===== config.mk =====
export PLATFORM = sky130hd
export DESIGN_NAME = mpam_ctrl
export DESIGN_NICKNAME = d
export VERILOG_FILES = /design/src/rtl/mpam_pkg.sv /design/src/rtl/mpam_ctrl.sv
export SDC_FILE = /design/constraint.sdc
export NUM_CORES = 1
export LEC_CHECK = 0
export ABC_AREA = 1
export BUFFER_PORTS_ARGS = -buffer_cell sky130_fd_sc_hd__buf_2
export CAP_MARGIN = 10
export CORE_UTILIZATION = 34
export CTS_CLUSTER_SIZE = 25
export DETAILED_ROUTE_END_ITERATION = 8
export PLACE_DENSITY = 0.7
export SYNTH_ARGS = -nofsm -noshare
export SYNTH_HDL_FRONTEND = slang
export SYNTH_SLANG_ARGS = --single-unit

===== constraint.sdc =====
create_clock -name aclk -period 1.3 [get_ports aclk]
set_input_delay 0.065 -clock aclk [delete_from_list [all_inputs] [get_ports aclk]]
set_output_delay 0.065 -clock aclk [all_outputs]
set_load 0.01 [all_outputs]

===== src/rtl/mpam_pkg.sv =====
// shared types and constants for the multi-pattern automaton matcher
package mpam_pkg;

    // automaton geometry
    localparam int NODE_COUNT    = 1024;
    localparam int NODE_W        = 10;
    localparam int ALPHABET_SIZE = 26;
    localparam int SYM_W         = 5;
    localparam int ID_W          = 10;
    localparam int CHILD_DEPTH   = NODE_COUNT * ALPHABET_SIZE;
    localparam int CHILD_AW      = $clog2(CHILD_DEPTH);
    localparam int MAX_REPORTS   = 64;
    localparam int CNT_W         = $clog2(MAX_REPORTS + 1);
    localparam int STEP_W        = $clog2(NODE_COUNT + 1);

    // item commands
    typedef enum logic [1:0] {
        CMD_CHILD   = 2'd0,
        CMD_NODE    = 2'd1,
        CMD_RESTART = 2'd2,
        CMD_SYMBOL  = 2'd3
    } cmd_t;

    // input transfer payload
    typedef struct packed {
        cmd_t              cmd;
        logic [NODE_W-1:0] node;
        logic [SYM_W-1:0]  symbol;
        logic [NODE_W-1:0] target;
        logic              has_target;
        logic [ID_W-1:0]   terminal_id;
        logic              has_terminal;
    } in_item_t;

    // result transfer payload
    typedef struct packed {
        logic [ID_W-1:0] match_id;
        logic            match_valid;
        logic            overflow;
        logic            last;
    } out_item_t;

    // controller to datapath commands
    typedef struct packed {
        logic accept;
        logic step;
        logic fail_hit;
        logic fail_miss;
        logic suf_take;
        logic suf_ovf;
        logic emit_mid;
        logic emit_final;
    } dp_cmd_t;

    // datapath to controller status
    typedef struct packed {
        logic sym_ok;
        logic child_valid;
        logic cur_is_root;
        logic steps_last;
        logic steps_done;
        logic term_valid;
        logic room;
        logic pend_valid;
        logic out_free;
    } dp_status_t;

endpackage


===== src/rtl/mpam_ctrl.sv =====
// controller state machine sequencing loads, fail walk and suffix walk
module mpam_ctrl (
    input  logic                 aclk,
    input  logic                 aresetn,
    input  logic                 s_valid,
    output logic                 s_ready,
    input  mpam_pkg::cmd_t       s_cmd,
    input  mpam_pkg::dp_status_t status,
    output mpam_pkg::dp_cmd_t    cmd
);
    import mpam_pkg::*;

    typedef enum logic [6:0] {
        ST_IDLE     = 7'b0000001,
        ST_ACK      = 7'b0000010,
        ST_FAIL_RD  = 7'b0000100,
        ST_FAIL_CHK = 7'b0001000,
        ST_SUF_RD   = 7'b0010000,
        ST_SUF_CHK  = 7'b0100000,
        ST_DONE     = 7'b1000000
    } state_t;

    state_t state_reg, state_next;

    // state register
    always_ff @(posedge aclk) begin
        if (!aresetn) begin
            state_reg <= ST_IDLE;
        end else begin
            state_reg <= state_next;
        end
    end

    // next state and commands
    always_comb begin
        state_next = state_reg;
        cmd        = '0;
        s_ready    = 1'b0;
        case (state_reg)
            ST_IDLE: begin
                s_ready = 1'b1;
                if (s_valid) begin
                    cmd.accept = 1'b1;
                    state_next = (s_cmd == CMD_SYMBOL) ? ST_FAIL_RD : ST_ACK;
                end
            end
            ST_ACK: begin
                if (status.out_free) begin
                    cmd.emit_final = 1'b1;
                    state_next     = ST_IDLE;
                end
            end
            ST_FAIL_RD: begin
                state_next = ST_FAIL_CHK;
            end
            ST_FAIL_CHK: begin
                if (!status.sym_ok) begin
                    cmd.fail_miss = 1'b1;
                    state_next    = ST_DONE;
                end else if (status.child_valid) begin
                    cmd.fail_hit = 1'b1;
                    state_next   = ST_SUF_RD;
                end else if (status.cur_is_root || status.steps_last) begin
                    cmd.fail_miss = 1'b1;
                    state_next    = ST_DONE;
                end else begin
                    cmd.step   = 1'b1;
                    state_next = ST_FAIL_RD;
                end
            end
            ST_SUF_RD: begin
                if (status.cur_is_root || status.steps_done) begin
                    state_next = ST_DONE;
                end else begin
                    state_next = ST_SUF_CHK;
                end
            end
            ST_SUF_CHK: begin
                if (status.term_valid && status.room) begin
                    // previous report goes out once the output register frees up
                    if (!status.pend_valid || status.out_free) begin
                        cmd.emit_mid = status.pend_valid;
                        cmd.suf_take = 1'b1;
                        cmd.step     = 1'b1;
                        state_next   = ST_SUF_RD;
                    end
                end else begin
                    cmd.suf_ovf = status.term_valid;
                    cmd.step    = 1'b1;
                    state_next  = ST_SUF_RD;
                end
            end
            ST_DONE: begin
                if (status.out_free) begin
                    cmd.emit_final = 1'b1;
                    state_next     = ST_IDLE;
                end
            end
            default: begin
                state_next = ST_IDLE;
            end
        endcase
    end

`ifndef SYNTHESIS
    a_emit_needs_room: assert property (@(posedge aclk) disable iff (!aresetn)
        (cmd.emit_mid || cmd.emit_final) |-> status.out_free)
        else $error("result emitted while output register is full");
    a_emit_exclusive: assert property (@(posedge aclk) disable iff (!aresetn)
        !(cmd.emit_mid && cmd.emit_final))
        else $error("mid and final result emitted together");
    a_symbol_starts_walk: assert property (@(posedge aclk) disable iff (!aresetn)
        (cmd.accept && s_cmd == CMD_SYMBOL) |=> state_reg == ST_FAIL_RD)
        else $error("symbol transfer did not start the fail walk");
`endif

endmodule


==> reports/qor.yml <==
cts:
  clk_path_buf_depth: 2
  clk_pin_slew_worst_paths_ns: 0.06
  h-tree-depth: 1
  clk_latency_ns: 0.25
  ctsHoldBuffers: 0
  root_buffer: "clkbuf_4"
  cts.sinks: 7
  cts_buffers: 3
  tritoncts: "built"
setup_path:
  crit_type: "reg -> out"
  rr_worst_depth: 9
  crit_arrival_ns: 1.33
  crit_fanout: 6
  end_kind: "output port"
  crit_start: "state_reg[2]$_SDFFE_PN0P_"
  start_kind: "flop"
  r2r-end: "state_reg[6]$_SDFFE_PN0P_"
  r2r_start: "state_reg[2]$_SDFFE_PN0P_"
  cp.required_ns: 1.24
  rrSetupSlack_ns: -0.05
  setup.worst_path.end: "cmd[2]"
sta:
  rsz0062_at_grt: "true"
  timing.final.crit_share_pct: 107
  finalHoldViolCount: 0
  fmax_mhz: 718
  setup-tns-final_ns: -0.511
  worstMarginPinSlew_ns: 0.250
  timing.slew.headroom_pct: 83.2
  timing.final.ws_setup_ns: -0.0934
  drv_slew: 0
  finClkSkew_ns: 0.00268
  setup_viol: 9
  hold_ws_ns: 0.0450
  min_period_ns: 1.39
cells_and_area:
  design_area_um2: 923
  drive_above_1_share_pct: 59.0
  final_common_cell: "buf_2"
  largest_register_ffs: 7
  stdcell_count: 150
  nets: 149
  fin_util_pct: 60.6
  final_cell_mix: "buf_2 (21), nand2_1 (18), nor2_1 (15)"
  diodes: 0
  syn2layout_area_growth_pct: 64.0
global_routing:
  overflow: 0
  grt_max_degree: 7
  grt_pass1_vias: 694
  grt_antenna_before_repair: 0
  grt_pass1_wl_um: 2690
  grt_use_total_pct: 19.4
detailed_routing:
  avgRoutedWirePerCell_um: 11.7
  wl_um: 1760
  drt_iter0_markers: 19
  drt-vias-per-instance: 5.07
  vias: 760
  drc: 0
  ant_nets: 0
  dr.pass1.iters: 7
floorplan:
  chipHeight_um: 42.7
  start_util_pct: 36.9
  std_cell_rows: 14
  io_pins: 23
  die_area_um2: 1820
  die_w_um: 42.7
  coreArea_um2: 1520
power_and_ir_drop:
  combPwrFrac_pct: 64.5
  p_leak_nw: 0.508
  finalPower_mw: 1.48
  switching_share_pct: 47.1
  pwr-share-clk_pct: 14.0
  p_per_area_nw_per_um2: 1600
  power_frac_seq_pct: 21.5
  ir_worst_vdd_v: 0.000707
  intPower_uw: 781
  p_switching_uw: 697
synth:
  synth.net_count: 111
  yosys.cell_types.count: 20
  syn_avg_cell_area_um2: 5.80
  ys_seq_area_share_pct: 24.9
  synthCells: 97
  synth_area_um2: 563
  yosys_warnings: 0
  synth_seq_cells: 7
place:
  dp_cells: 135
  pre_cts_ws_ns: 0.0746
  dpl.hpwl_um: 1120
  portBuffers: 22
  dpl_cell_area_um2: 693
  gp_congestion: 0.805
run:
  cap_violations: 0
min_path:
  worstHoldPathCells: 2
  worstHoldPathType: "in -> reg"
outcome:
  status: "finished, violations left"
  violations: "setup timing"
-- cells in the mapped netlist --
cell / n / share of area [%]
nor3_1: 2 / 1.8
nand2_1: 23 / 15
or2_0: 1 / 1.1
nand3_2: 1 / 1.8
a21oi_2: 1 / 1.6
nor2_2: 1 / 1.1
o21ai_0: 2 / 1.8
nor2_4: 2 / 4.0
o21ai_1: 1 / 0.89
nand4_1: 1 / 1.1
dfxtp_1: 7 / 25
nor3_2: 1 / 1.8
nand3_1: 8 / 7.1
nand2_2: 6 / 6.7
inv_2: 6 / 4.0
a21oi_1: 3 / 2.7
nor3b_1: 2 / 2.7
or2_2: 1 / 1.1
inv_1: 11 / 7.3
nor2_1: 17 / 11
-- routing by layer --
metal / up-vias / wire length, um / GRT usage [%]
li1: 376 / - / -
met1: 338 / 721 / 21.3
met2: 36 / 895 / 33.3
met3: 10 / 88 / 3.40
met4: 0 / 50 / 13.1
met5: - / 0 / 0
-- worst max-delay path, cell delays in order, from the launching register on --
cell,delay (ns)
dfxtp_2,0.32
inv_4,0.07
nand2_4,0.07
nor2_4,0.18
nand2_4,0.11
nor3b_2,0.17
buf_2,0.15
-- power by group through the flow --
stage,Clock (mW),Combinational (mW),Sequential [mW]
6_report,0.207,0.954,0.317
3_5_place_dp,0,0.619,0.304
4_1_cts,0.203,0.820,0.313
2_1_floorplan,0,0.470,0.298
5_1_grt,0.222,1.03,0.324
3_3_place_gp,0,0.608,0.303
-- worst min-delay path by stage --
| stage | from | slack [ns] | end |
|---|---|---|---|
| floorplan | aresetn | 0.15 | state_reg[0]$_SDFFE_PN1P_ |
| global placement | aresetn | 0.30 | state_reg[0]$_SDFFE_PN1P_ |
| detailed placement | aresetn | 0.30 | state_reg[0]$_SDFFE_PN1P_ |
| CTS | aresetn | 0.04 | state_reg[0]$_SDFFE_PN1P_ |
| global route | aresetn | 0.05 | state_reg[0]$_SDFFE_PN1P_ |
| finish | aresetn | 0.05 | state_reg[0]$_SDFFE_PN1P_ |
-- area by class of cell --
cell class | count | area (um2)
flip-flops and latches | 7 | 146
inverters | 17 | 68.8
repair buffers | 33 | 214
fillers | 135 | 601
clock buffers | 4 | 26.3
multi-input cells | 73 | 448
well taps | 16 | 20.0
-- cells by family after synthesis --
| family | Yosys count | synth area share [%] |
|---|---|---|
| AO/OA/AOI/OAI | 7 | 6.89 |
| buffers and inverters | 17 | 11.3 |
| flip-flops | 7 | 24.9 |
| AND/OR/NAND/NOR | 66 | 56.9 |
-- repair_timing --
| item | CTS | global route |
|---|---|---|
| resized for setup | 23 | 16 |
| setup buffers | 9 | 2 |
| endpoints found under the setup margin | 8 | 14 |
| pin swaps | 6 | 8 |
Note: power is estimated with default switching activity, not from simulation.
